File: config.mk
export PLATFORM = sky130hd
export DESIGN_NAME = ethernet_ipv4_tcp_header_parser_top
export DESIGN_NICKNAME = d
export VERILOG_FILES = /design/src/rtl/core/eitp_pkg.sv /design/src/rtl/core/eitp_in_stage.sv /design/src/rtl/core/eitp_parse.sv /design/src/rtl/core/eitp_out_stage.sv /design/src/rtl/core/ethernet_ipv4_tcp_header_parser_top.sv
export SDC_FILE = /design/constraint.sdc
export NUM_CORES = 1
export LEC_CHECK = 0
export ABC_CLOCK_PERIOD_IN_PS = 13200
export BUFFER_PORTS_ARGS = -buffer_cell sky130_fd_sc_hd__buf_2
export CORE_AREA = 2 2 186 188
export DETAILED_ROUTE_END_ITERATION = 8
export DIE_AREA = 0 0 188 190
export SLEW_MARGIN = 40
export SYNTH_ARGS = -nofsm -noshare
export SYNTH_HDL_FRONTEND = slang
export SYNTH_HIERARCHICAL = 1
export SYNTH_SLANG_ARGS = --single-unit
File: constraint.sdc
create_clock -name aclk -period 13.2 [get_ports aclk]
set_input_delay 0.66 -clock aclk [delete_from_list [all_inputs] [get_ports aclk]]
set_output_delay 0.66 -clock aclk [all_outputs]
set_load 0.01 [all_outputs]
File: src/rtl/core/eitp_pkg.sv
package eitp_pkg;

    localparam int STATUS_W = 3;

    localparam logic [STATUS_W-1:0] ST_OK          = 3'd0;
    localparam logic [STATUS_W-1:0] ST_NOT_IPV4    = 3'd1;
    localparam logic [STATUS_W-1:0] ST_BAD_IP_LEN  = 3'd2;
    localparam logic [STATUS_W-1:0] ST_NOT_TCP     = 3'd3;
    localparam logic [STATUS_W-1:0] ST_BAD_TCP_LEN = 3'd4;
    localparam logic [STATUS_W-1:0] ST_TRUNCATED   = 3'd5;

    localparam logic [15:0] TYPE_IPV4     = 16'h0800;
    localparam logic [7:0]  PROTO_TCP     = 8'd6;
    localparam logic [3:0]  MIN_HDR_WORDS = 4'd5;
    localparam logic [7:0]  ETH_HDR_BYTES = 8'd14;
    localparam logic [7:0]  COUNT_MAX     = 8'd255;

    // smallest payload offset of a good frame: 14 + 20 + 20
    localparam logic [7:0]  MIN_PAYLOAD_OFFSET = 8'd54;

    typedef struct packed {
        logic [STATUS_W-1:0] status;
        logic [31:0]         src_addr;
        logic [31:0]         dst_addr;
        logic [15:0]         src_tcp_port;
        logic [15:0]         dst_tcp_port;
        logic [7:0]          payload_offset;
        logic [15:0]         payload_len;
    } result_t;

endpackage

File: src/rtl/core/eitp_in_stage.sv
module eitp_in_stage (
    input  logic       aclk,
    input  logic       aresetn,
    input  logic       s_valid,
    output logic       s_ready,
    input  logic [7:0] s_data_byte,
    input  logic       s_last_byte,
    input  logic       take,
    output logic       item_valid,
    output logic [7:0] item_data,
    output logic       item_last
);
    logic       valid_reg;
    logic       valid_next;
    logic [7:0] data_reg;
    logic       last_reg;

    assign s_ready = !valid_reg || take;

    always_comb begin
        valid_next = valid_reg;
        if (s_valid && s_ready) begin
            valid_next = 1'b1;
        end else if (take) begin
            valid_next = 1'b0;
        end
    end

    always_ff @(posedge aclk) begin
        if (!aresetn) begin
            valid_reg <= 1'b0;
        end else begin
            valid_reg <= valid_next;
        end
    end

    always_ff @(posedge aclk) begin
        if (s_valid && s_ready) begin
            data_reg <= s_data_byte;
            last_reg <= s_last_byte;
        end
    end

    assign item_valid = valid_reg;
    assign item_data  = data_reg;
    assign item_last  = last_reg;

endmodule

File: src/rtl/core/eitp_parse.sv
module eitp_parse (
    input  logic              aclk,
    input  logic              aresetn,
    input  logic              fire,
    input  logic [7:0]        data_byte,
    input  logic              last_byte,
    output eitp_pkg::result_t result
);
    import eitp_pkg::*;

    logic [7:0]  byte_count_reg,  byte_count_next;
    logic [15:0] ether_type_reg,  ether_type_next;
    logic [3:0]  ip_words_reg,    ip_words_next;
    logic [7:0]  ip_proto_reg,    ip_proto_next;
    logic [15:0] ip_total_reg,    ip_total_next;
    logic [31:0] src_addr_reg,    src_addr_next;
    logic [31:0] dst_addr_reg,    dst_addr_next;
    logic [15:0] tcp_sport_reg,   tcp_sport_next;
    logic [15:0] tcp_dport_reg,   tcp_dport_next;
    logic [3:0]  tcp_words_reg,   tcp_words_next;

    logic [7:0]          pos;
    logic [7:0]          seen;
    logic [7:0]          tcp_start;
    logic [7:0]          tcp_end;
    logic [STATUS_W-1:0] verdict;
    logic [6:0]          hdr_bytes;
    logic [15:0]         hdr_bytes_w;
    logic [15:0]         plen;

    always_comb begin
        pos  = byte_count_reg;
        seen = (pos != COUNT_MAX) ? pos + 8'd1 : pos;

        ether_type_next = ether_type_reg;
        ip_words_next   = ip_words_reg;
        ip_proto_next   = ip_proto_reg;
        ip_total_next   = ip_total_reg;
        src_addr_next   = src_addr_reg;
        dst_addr_next   = dst_addr_reg;
        tcp_sport_next  = tcp_sport_reg;
        tcp_dport_next  = tcp_dport_reg;
        tcp_words_next  = tcp_words_reg;

        if (pos == 8'd12 || pos == 8'd13) begin
            ether_type_next = {ether_type_reg[7:0], data_byte};
        end else if (pos == 8'd14) begin
            ip_words_next = data_byte[3:0];
        end else if (pos == 8'd16 || pos == 8'd17) begin
            ip_total_next = {ip_total_reg[7:0], data_byte};
        end else if (pos == 8'd23) begin
            ip_proto_next = data_byte;
        end else if (pos >= 8'd26 && pos <= 8'd29) begin
            src_addr_next = {src_addr_reg[23:0], data_byte};
        end else if (pos >= 8'd30 && pos <= 8'd33) begin
            dst_addr_next = {dst_addr_reg[23:0], data_byte};
        end

        tcp_start = ETH_HDR_BYTES + {2'b00, ip_words_next, 2'b00};

        // TCP fields only tracked once the IP header length is sane
        if (ip_words_next >= MIN_HDR_WORDS) begin
            if (pos == tcp_start || pos == tcp_start + 8'd1) begin
                tcp_sport_next = {tcp_sport_reg[7:0], data_byte};
            end else if (pos == tcp_start + 8'd2 || pos == tcp_start + 8'd3) begin
                tcp_dport_next = {tcp_dport_reg[7:0], data_byte};
            end else if (pos == tcp_start + 8'd12) begin
                tcp_words_next = data_byte[7:4];
            end
        end

        tcp_end = tcp_start + {2'b00, tcp_words_next, 2'b00};

        if (seen < 8'd14) begin
            verdict = ST_TRUNCATED;
        end else if (ether_type_next != TYPE_IPV4) begin
            verdict = ST_NOT_IPV4;
        end else if (seen < 8'd15) begin
            verdict = ST_TRUNCATED;
        end else if (ip_words_next < MIN_HDR_WORDS) begin
            verdict = ST_BAD_IP_LEN;
        end else if (seen < 8'd24) begin
            verdict = ST_TRUNCATED;
        end else if (ip_proto_next != PROTO_TCP) begin
            verdict = ST_NOT_TCP;
        end else if (seen < tcp_start + 8'd13) begin
            verdict = ST_TRUNCATED;
        end else if (tcp_words_next < MIN_HDR_WORDS) begin
            verdict = ST_BAD_TCP_LEN;
        end else if (seen < tcp_end) begin
            verdict = ST_TRUNCATED;
        end else begin
            verdict = ST_OK;
        end

        hdr_bytes   = {({1'b0, ip_words_next} + {1'b0, tcp_words_next}), 2'b00};
        hdr_bytes_w = {9'd0, hdr_bytes};
        plen        = (ip_total_next > hdr_bytes_w) ? ip_total_next - hdr_bytes_w : 16'd0;

        result.status         = verdict;
        result.src_addr       = src_addr_next;
        result.dst_addr       = dst_addr_next;
        result.src_tcp_port   = tcp_sport_next;
        result.dst_tcp_port   = tcp_dport_next;
        result.payload_offset = (verdict == ST_OK) ? tcp_end : 8'd0;
        result.payload_len    = (verdict == ST_OK) ? plen : 16'd0;

        byte_count_next = seen;
    end

    always_ff @(posedge aclk) begin
        if (!aresetn || (fire && last_byte)) begin
            byte_count_reg <= '0;
            ether_type_reg <= '0;
            ip_words_reg   <= '0;
            ip_proto_reg   <= '0;
            ip_total_reg   <= '0;
            src_addr_reg   <= '0;
            dst_addr_reg   <= '0;
            tcp_sport_reg  <= '0;
            tcp_dport_reg  <= '0;
            tcp_words_reg  <= '0;
        end else if (fire) begin
            byte_count_reg <= byte_count_next;
            ether_type_reg <= ether_type_next;
            ip_words_reg   <= ip_words_next;
            ip_proto_reg   <= ip_proto_next;
            ip_total_reg   <= ip_total_next;
            src_addr_reg   <= src_addr_next;
            dst_addr_reg   <= dst_addr_next;
            tcp_sport_reg  <= tcp_sport_next;
            tcp_dport_reg  <= tcp_dport_next;
            tcp_words_reg  <= tcp_words_next;
        end
    end

endmodule

File: src/rtl/core/eitp_out_stage.sv
module eitp_out_stage (
    input  logic              aclk,
    input  logic              aresetn,
    input  logic              load,
    input  eitp_pkg::result_t result_in,
    output logic              free,
    output logic              m_valid,
    input  logic              m_ready,
    output eitp_pkg::result_t result_out
);
    import eitp_pkg::*;

    logic    valid_reg;
    logic    valid_next;
    result_t result_reg;

    assign free = !valid_reg || m_ready;

    always_comb begin
        valid_next = valid_reg;
        if (load) begin
            valid_next = 1'b1;
        end else if (m_ready) begin
            valid_next = 1'b0;
        end
    end

    always_ff @(posedge aclk) begin
        if (!aresetn) begin
            valid_reg <= 1'b0;
        end else begin
            valid_reg <= valid_next;
        end
    end

    always_ff @(posedge aclk) begin
        if (load) begin
            result_reg <= result_in;
        end
    end

    assign m_valid    = valid_reg;
    assign result_out = result_reg;

endmodule

File: src/rtl/core/ethernet_ipv4_tcp_header_parser_top.sv
// The last frame byte passes through the input register into the result register, which drives m_valid.
// Throughput: one byte per cycle; a byte is taken every cycle unless the
// result register is still full when a frame's last byte must be reported.
// Reset (aresetn low, synchronous) empties both stages and clears the frame
// state, so the next byte is taken as the first byte of a new frame.
module ethernet_ipv4_tcp_header_parser_top (
    input  logic        aclk,
    input  logic        aresetn,
    input  logic        s_valid,
    output logic        s_ready,
    input  logic [7:0]  s_data_byte,
    input  logic        s_last_byte,
    output logic        m_valid,
    input  logic        m_ready,
    output logic [2:0]  m_status,
    output logic [31:0] m_src_addr,
    output logic [31:0] m_dst_addr,
    output logic [15:0] m_src_tcp_port,
    output logic [15:0] m_dst_tcp_port,
    output logic [7:0]  m_payload_offset,
    output logic [15:0] m_payload_len
);
    import eitp_pkg::*;

    logic       item_valid;
    logic [7:0] item_data;
    logic       item_last;
    logic       take;
    logic       load;
    logic       out_free;
    result_t    parse_result;
    result_t    out_result;

    // a last byte waits in the input register until the result slot is free
    assign take = item_valid && (!item_last || out_free);
    assign load = take && item_last;

    eitp_in_stage u_in (
        .aclk        (aclk),
        .aresetn     (aresetn),
        .s_valid     (s_valid),
        .s_ready     (s_ready),
        .s_data_byte (s_data_byte),
        .s_last_byte (s_last_byte),
        .take        (take),
        .item_valid  (item_valid),
        .item_data   (item_data),
        .item_last   (item_last)
    );

    eitp_parse u_parse (
        .aclk      (aclk),
        .aresetn   (aresetn),
        .fire      (take),
        .data_byte (item_data),
        .last_byte (item_last),
        .result    (parse_result)
    );

    eitp_out_stage u_out (
        .aclk       (aclk),
        .aresetn    (aresetn),
        .load       (load),
        .result_in  (parse_result),
        .free       (out_free),
        .m_valid    (m_valid),
        .m_ready    (m_ready),
        .result_out (out_result)
    );

    assign m_status         = out_result.status;
    assign m_src_addr       = out_result.src_addr;
    assign m_dst_addr       = out_result.dst_addr;
    assign m_src_tcp_port   = out_result.src_tcp_port;
    assign m_dst_tcp_port   = out_result.dst_tcp_port;
    assign m_payload_offset = out_result.payload_offset;
    assign m_payload_len    = out_result.payload_len;

    a_bad_frame_no_payload: assert property (@(posedge aclk) disable iff (!aresetn)
        m_valid && m_status != ST_OK |-> m_payload_offset == 8'd0 && m_payload_len == 16'd0)
        else $error("payload fields set on a rejected frame");

    a_good_frame_offset: assert property (@(posedge aclk) disable iff (!aresetn)
        m_valid && m_status == ST_OK |-> m_payload_offset >= MIN_PAYLOAD_OFFSET)
        else $error("payload offset below minimum header size");

    a_result_drains: assert property (@(posedge aclk) disable iff (!aresetn)
        m_valid && m_ready && !load |=> !m_valid)
        else $error("result reported twice");

    a_last_needs_slot: assert property (@(posedge aclk) disable iff (!aresetn)
        load |-> out_free)
        else $error("result register overwritten");

endmodule

# --- Yosys cells after proc, flatten, opt, wreduce, memory -nomap -nowiden ---
# Cells that the tools add are included.
totals:
  ff_bits: 286
  in_bits: 13
  output_inout_bits: 125
  wordCells: 123
op_classes:
  add_sub_neg: 10
  order_cmp: 13
  eq_ne: 14
  mux: 44
  n_reduce_logical: 21
ops:
  columns: ["op", "n"]
  rows:
  - ["2-to-1 mux 32 bit", 11]
  - ["2-to-1 mux 16 bit", 9]
  - ["== test 8 bit", 5]
  - ["2-to-1 mux 8 bit", 5]
  - ["2-to-1 mux 3 bit", 9]
  - ["== test 8 x 4 -> 1 bit, second input constant", 3]
  - ["== test 8 x 5 -> 1 bit, second input constant", 3]
  - ["2-to-1 mux 4 bit", 6]
  - ["adder 8 x 1 -> 8 bit, second input constant", 2]
  - ["adder 8 x 2 -> 8 bit, second input constant", 2]
  - ["adder 8 x 4 -> 8 bit, second input constant", 2]
  - [">= comparator 8 x 5 -> 1 bit, second input constant", 2]
  - ["> comparator 16 x 7 -> 1 bit", 1]
  - ["< comparator 8 x 4 -> 1 bit, second input constant", 2]
  - ["< comparator 8 bit", 2]
  - ["!= test 16 x 12 -> 1 bit, second input constant", 1]
  - ["subtractor 16 x 7 -> 16 bit", 1]
  - ["adder 8 x 6 -> 8 bit", 1]
  - ["<= comparator 8 x 5 -> 1 bit, second input constant", 1]
  - ["<= comparator 8 x 6 -> 1 bit, second input constant", 1]
  - ["logical OR 1 bit", 8]
  - ["< comparator 4 x 3 -> 1 bit, second input constant", 2]
  - ["< comparator 8 x 5 -> 1 bit, second input constant", 1]
  - ["!= test 8 x 3 -> 1 bit, second input constant", 1]
  - ["10 further kinds", 21]

# --- Logic depth before layout (Yosys ltp) ---
depth:
  depth_word: 23
  ltp_mapped: 30
  mapped_depth_nobuf: 30

# --- Hierarchy ---
# Netlist, hierarchy kept.
modules_own_cells:
  columns: ["module", "n_inst", "cells_each", "area_per_inst_um2", "seq_area_each_um2"]
  rows:
  - ["eitp_parse", 1, 1084, 9303.9, 3042.9]
  - ["eitp_out_stage", 1, 127, 3742.3, 3713.6]
  - ["eitp_in_stage", 1, 14, 327.8, 290.3]
  - ["ethernet_ipv4_tcp_header_parser_top", 1, 3, 18.8, 0.0]

# --- Worst setup path after synthesis ---
# OpenSTA, ideal clock, no wires.
synth_path:
  path_type: "flip-flop to flip-flop"
  startpoint: "register u_parse.byte_count_reg[0]"
  endpoint: "register u_out.result_reg (netlist bit u_out/result_out[3]) (data pin)"
  setup_ns: 0.255
  arrival_ns: 6.075
  required_time_ns: 12.945
  setup_slack_ns: 6.870
  path_stages_with_launch: 29
  path_buffers: 0
  period_less_slack_ns: 6.330
  path_cell_list: "dfxtp_1 > inv_1 > ha_1 > or3b_2 > nor3_4 > mux2i_1 > inv_1 > ha_1 > mux2_2 > o21ai_0 > nand3_1 > a2111oi_4 > nand4_4 > mux2i_2 > inv_2 > ha_1 > a21o_1 > a21oi_1 > xor2_1 > ha_1 > a21o_1 > a21oi_1 > nand2_1 > o21ai_0 > a31oi_1 > and2_1 > nand3_2 > inv_2 > and3_1"
synth_via:
  elab_chain_cells: 23
  elab_cells_between_ends: 63
  cone_classes: "add/sub (10); order compare (9); eq/ne (14); mux (24); reduce/logical (6)"
synth_rtl:
  columns: ["item", "line_no", "rtl"]
  rows:
  - ["start: declaration", "eitp_parse.sv:11", "logic [7:0] byte_count_reg, byte_count_next;"]
  - ["start signal: assignment", "eitp_parse.sv:124", "byte_count_reg <= byte_count_next;"]
  - ["== test 8 x 4 -> 1 bit, on equally long branches", "eitp_parse.sv:47, eitp_parse.sv:45", null]
  - ["2-to-1 mux 4 bit / logical OR 1 bit (equally long branches)", "eitp_parse.sv:47, eitp_parse.sv:45", null]
  - ["2-to-1 mux 4 bit *", "eitp_parse.sv:45", "if (pos == 8'd12 || pos == 8'd13) begin"]
  - ["via u_parse.ip_words_next[0]", "eitp_parse.sv:13", "logic [3:0] ip_words_reg, ip_words_next;"]
  - ["adder 4 x 6 -> 7 bit", "eitp_parse.sv:59", "tcp_start = ETH_HDR_BYTES + {2'b00, ip_words_next, 2'b00};"]
  - ["adder 8 x 4 -> 8 bit / adder 8 x 2 -> 8 bit (equally long branches)", "eitp_parse.sv:67, eitp_parse.sv:65", null]
  - ["== test 8 bit, on equally long branches", "eitp_parse.sv:67, eitp_parse.sv:65", null]
  - ["2-to-1 mux 4 bit / logical OR 1 bit (equally long branches)", "eitp_parse.sv:67, eitp_parse.sv:65", null]
  - ["[3 not listed]", null, null]
  - ["via u_parse.tcp_words_next[1]", "eitp_parse.sv:20", "logic [3:0] tcp_words_reg, tcp_words_next;"]
  - ["[5 not listed]", null, null]
  - ["2-to-1 mux 3 bit", "eitp_parse.sv:84", "end else if (ip_proto_next != PROTO_TCP) begin"]
  - ["2-to-1 mux 3 bit", "eitp_parse.sv:82", "end else if (seen < 8'd24) begin"]
  - ["2-to-1 mux 3 bit", "eitp_parse.sv:80", "end else if (ip_words_next < MIN_HDR_WORDS) begin"]
  - ["2-to-1 mux 3 bit", "eitp_parse.sv:78", "end else if (seen < 8'd15) begin"]
  - ["2-to-1 mux 3 bit", "eitp_parse.sv:76", "end else if (ether_type_next != TYPE_IPV4) begin"]
  - ["2-to-1 mux 3 bit", "eitp_parse.sv:74", "if (seen < 8'd14) begin"]
  - ["zero test 3 bit", "eitp_parse.sv:106", "result.payload_len = (verdict == ST_OK) ? plen : 16'd0;"]
  - ["AND reduction 2 bit (no line)", null, null]
  - ["end signal: assignment", "eitp_out_stage.sv:38", "result_reg <= result_in;"]
  - ["end: declaration", "eitp_out_stage.sv:15", "result_t result_reg;"]
# Mark *: on every way through the listed nets, which the timed path passes. The rest lies on a longest branch.
# A chain may end at the register's enable or synchronous reset.

# --- Worst setup path in the final report ---
layout_path:
  startpoint: "register u_parse.byte_count_reg[0]"
  endpoint: "register u_out.result_reg (netlist bit u_out/result_out[7]) (data pin)"
# Same word-level chain as after synthesis.

==> impl_metrics.ini <==
[critical_path]
worst-setup-path-type = reg2reg
critPathRequiredTime_ns = 13.51
worstSetupEndpointType = flop
worst-r2r-cell-count = 26
rrSetupSlack_ns = 5.90
crit_path_max_fanout = 15
start_kind = flop
crit_arrival_ns = 7.61

[clock_network]
cts_resized = 0
clk_path_buf_depth = 3
cts_buffers = 30
cts_tree = built
clk_latency_ns = 0.56
cts.sinks = 286
cts.htree.levels = 1
post_cts_buffers = 0
hold_buffers = 0
clk_pin_slew_ns = 0.06
root_buffer = clkbuf_16

[job]
cap_violations = 0

[worst_hold_path]
hold-path-cell-count = 1
hp-class = in2reg

[outcome]
status = finished, final reports clean

[global_routing]
grt_pass1_vias = 9001
grt_pass1_wl_um = 49200
globalRouteOverflowTotal = 0
antenna_found_initial = 0
grt_max_degree = 90
grt_util_all_layers_pct = 17.2

[routing]
dr.pass1.iters = 7
num_vias = 9287
avgViaCountPerCell = 5.14
first_iter_violations = 578
drt_wl_total_um = 31600
drcViolationCount = 0
wl_per_cell_um = 17.5
antenna_left = 0

[layout]
syn2layout_area_growth_pct = 15.3
largest_reg_flops = 123
diodes = 0
stdcell_count = 1807
drive_gt1_share_pct = 23.4
finalNetCount = 1375
fill_cells = 3216

[timing]
hold_slack_ns = 0.289
maxSlewHeadroom_pct = 48.5
hold_violations = 0
setup_tns_ns = 0
final.min_clock_period_ns = 7.30
worstMarginPinSlew_ns = 0.773
finalCritPeriodShare_pct = 55.3
finalClockSkew_ns = 0.0243
setup_violations = 0
slew_viol_final = 0
rsz0062_at_grt = false
fmax_mhz = 137

[yosys]
yosysMostFrequentCell = nor2_1
ys_types = 76
synth_top_area_share_pct = 29.6
synth_edf_count = 132
yosys_warnings = 6
synth_nets = 1274
synthCells = 1228
netlist_top_cells_count = 164 x nor2_1, 154 x dfxtp_1, 132 x edfxtp_1, 117 x mux2i_1, 109 x nand2_1
async_reset_ff_share_pct = 0
synth_area_leaders = edfxtp_1 30%, dfxtp_1 23%, mux2i_1 8.7%
yosysTopAreaCell = edfxtp_1
synth.avg_cell_area_um2 = 10.9
synthFlopType = dfxtp_1
syn-cell-area_um2 = 13400
synth-seq-cells = 286
ys_seq_area_share_pct = 52.6

[place]
gp_congestion = 0.869
post-place-cells = 1752
io_buffers = 137
dp_hpwl_um = 20200

[floorplanning]
initial_core_util_pct = 39.5
design.die.area_um2 = 35700
die_w_um = 188
core_um2 = 33900
die_y_um = 190
rows = 68
io-pin-count = 138

[power_and_ir_drop]
ir_worst_vdd_uv = 91.7
power.density_nw_per_um2 = 127
finalPower_mw = 1.96
leakage_nw = 6.09
==> stage by stage <==
stage          util (%)  setup slack [ns]  instance area, µm²
6_report           45.5              5.90               15400
2_1_floorplan         -              6.87               13400
5_1_grt            45.5              5.28               15400
4_1_cts            45.5              5.93               15400
3_3_place_gp       42.5              6.04               14400
3_5_place_dp       42.6              5.90               14500
==> cell usage in the layout (no fill, tap or decap), drive strengths merged, types with 3 or more instances in the layout <==
cell type	instances
nor2	164
dfxtp	154
buf	148
edfxtp	132
mux2i	120
nand2	110
mux2	96
a21oi	61
clkbuf	48
o21ai	35
inv	32
ha	31
nand3	28
xnor2	20
nor3	17
a211oi	15
xor2	12
a31oi	11
nand2b	11
nand4	9
a21o	8
or3	7
nor4	7
o21a	5
and2	5
clkinv	5
a21boi	5
nand3b	4
nor2b	4
and3	4
bufinv	3
or4	3
nand4b	3
o311ai	3
o31ai	3
or2	3
==> metal layers <==
| layer | share of wire (%) | global-route usage, % | wire length, µm | up-vias |
|---|---|---|---|---|
| li1 | - | - | - | 4553 |
| met1 | 47 | 23.6 | 14900 | 4483 |
| met2 | 47 | 28.5 | 14800 | 211 |
| met3 | 4.3 | 2.53 | 1350 | 40 |
| met4 | 1.9 | 4.57 | 600 | 0 |
| met5 | 0 | 0 | 0 | - |
==> final timing paths <==
check / start / end
worst max-delay path: u_parse/byte_count_reg[0]$_SDFFE_PP0P_ / u_out/result_out[7]$_DFFE_PP_
worst min-delay path: s_data_byte[6] / u_in/item_data[6]$_DFFE_PP_
worst max register to register: u_parse/byte_count_reg[0]$_SDFFE_PP0P_ / u_out/result_out[7]$_DFFE_PP_
worst min register to register: u_parse/ether_type_reg[10]$_SDFFE_PP0P_ / u_parse/ether_type_reg[10]$_SDFFE_PP0P_
==> worst max-delay path: stages, from the launching register on <==
cell and delay, ns:
dfxtp_1 0.34, inv_1 0.21, ha_1 0.28, or3b_2 0.53
nor3_4 0.41, mux2i_1 0.56, inv_1 0.13, ha_1 0.40
mux2_2 0.30, o21ai_0 0.14, nand3_1 0.14, a2111oi_4 0.43
nand4_4 0.21, mux2_2 0.35, ha_1 0.38, mux2i_1 0.21
o311ai_0 0.14, a211oi_1 0.26, ha_1 0.28, inv_1 0.11
o21bai_1 0.12, a21oi_1 0.19, nand2_1 0.17, o31ai_1 0.13
nand3_1 0.18, nand4_4 0.27, o21ba_2 0.20
==> cell type report <==
type | count | area [µm²] | area share [%]
flip-flops and latches | 286 | 7050 | 45.6
multi-input cells | 830 | 5940 | 38.5
clock buffers | 48 | 858 | 5.56
repair buffers | 148 | 779 | 5.05
well taps | 455 | 569 | 3.69
inverters | 33 | 124 | 0.802
clock inverters | 7 | 119 | 0.770
==> where the power goes <==
part	internal (mW)	switching, mW	leakage [nW]
Combinational	0.0580	0.107	3.20
Clock	0.501	0.335	0.471
Sequential	0.944	0.0122	2.42
Total	1.50	0.454	6.09
==> cells by family after synthesis <==
group                    after synthesis  share of synthesized area [%]
buffers and inverters                112                           3.43
AO/OA/AOI/OAI                        158                           7.42
other                                  2                         0.0561
multiplexers                         217                           17.5
flip-flops                           286                           52.6
adder cells (fa/ha/maj)               34                           3.27
XOR/XNOR                              33                           2.26
AND/OR/NAND/NOR                      386                           13.5
Note: power is estimated with default switching activity, not from simulation.
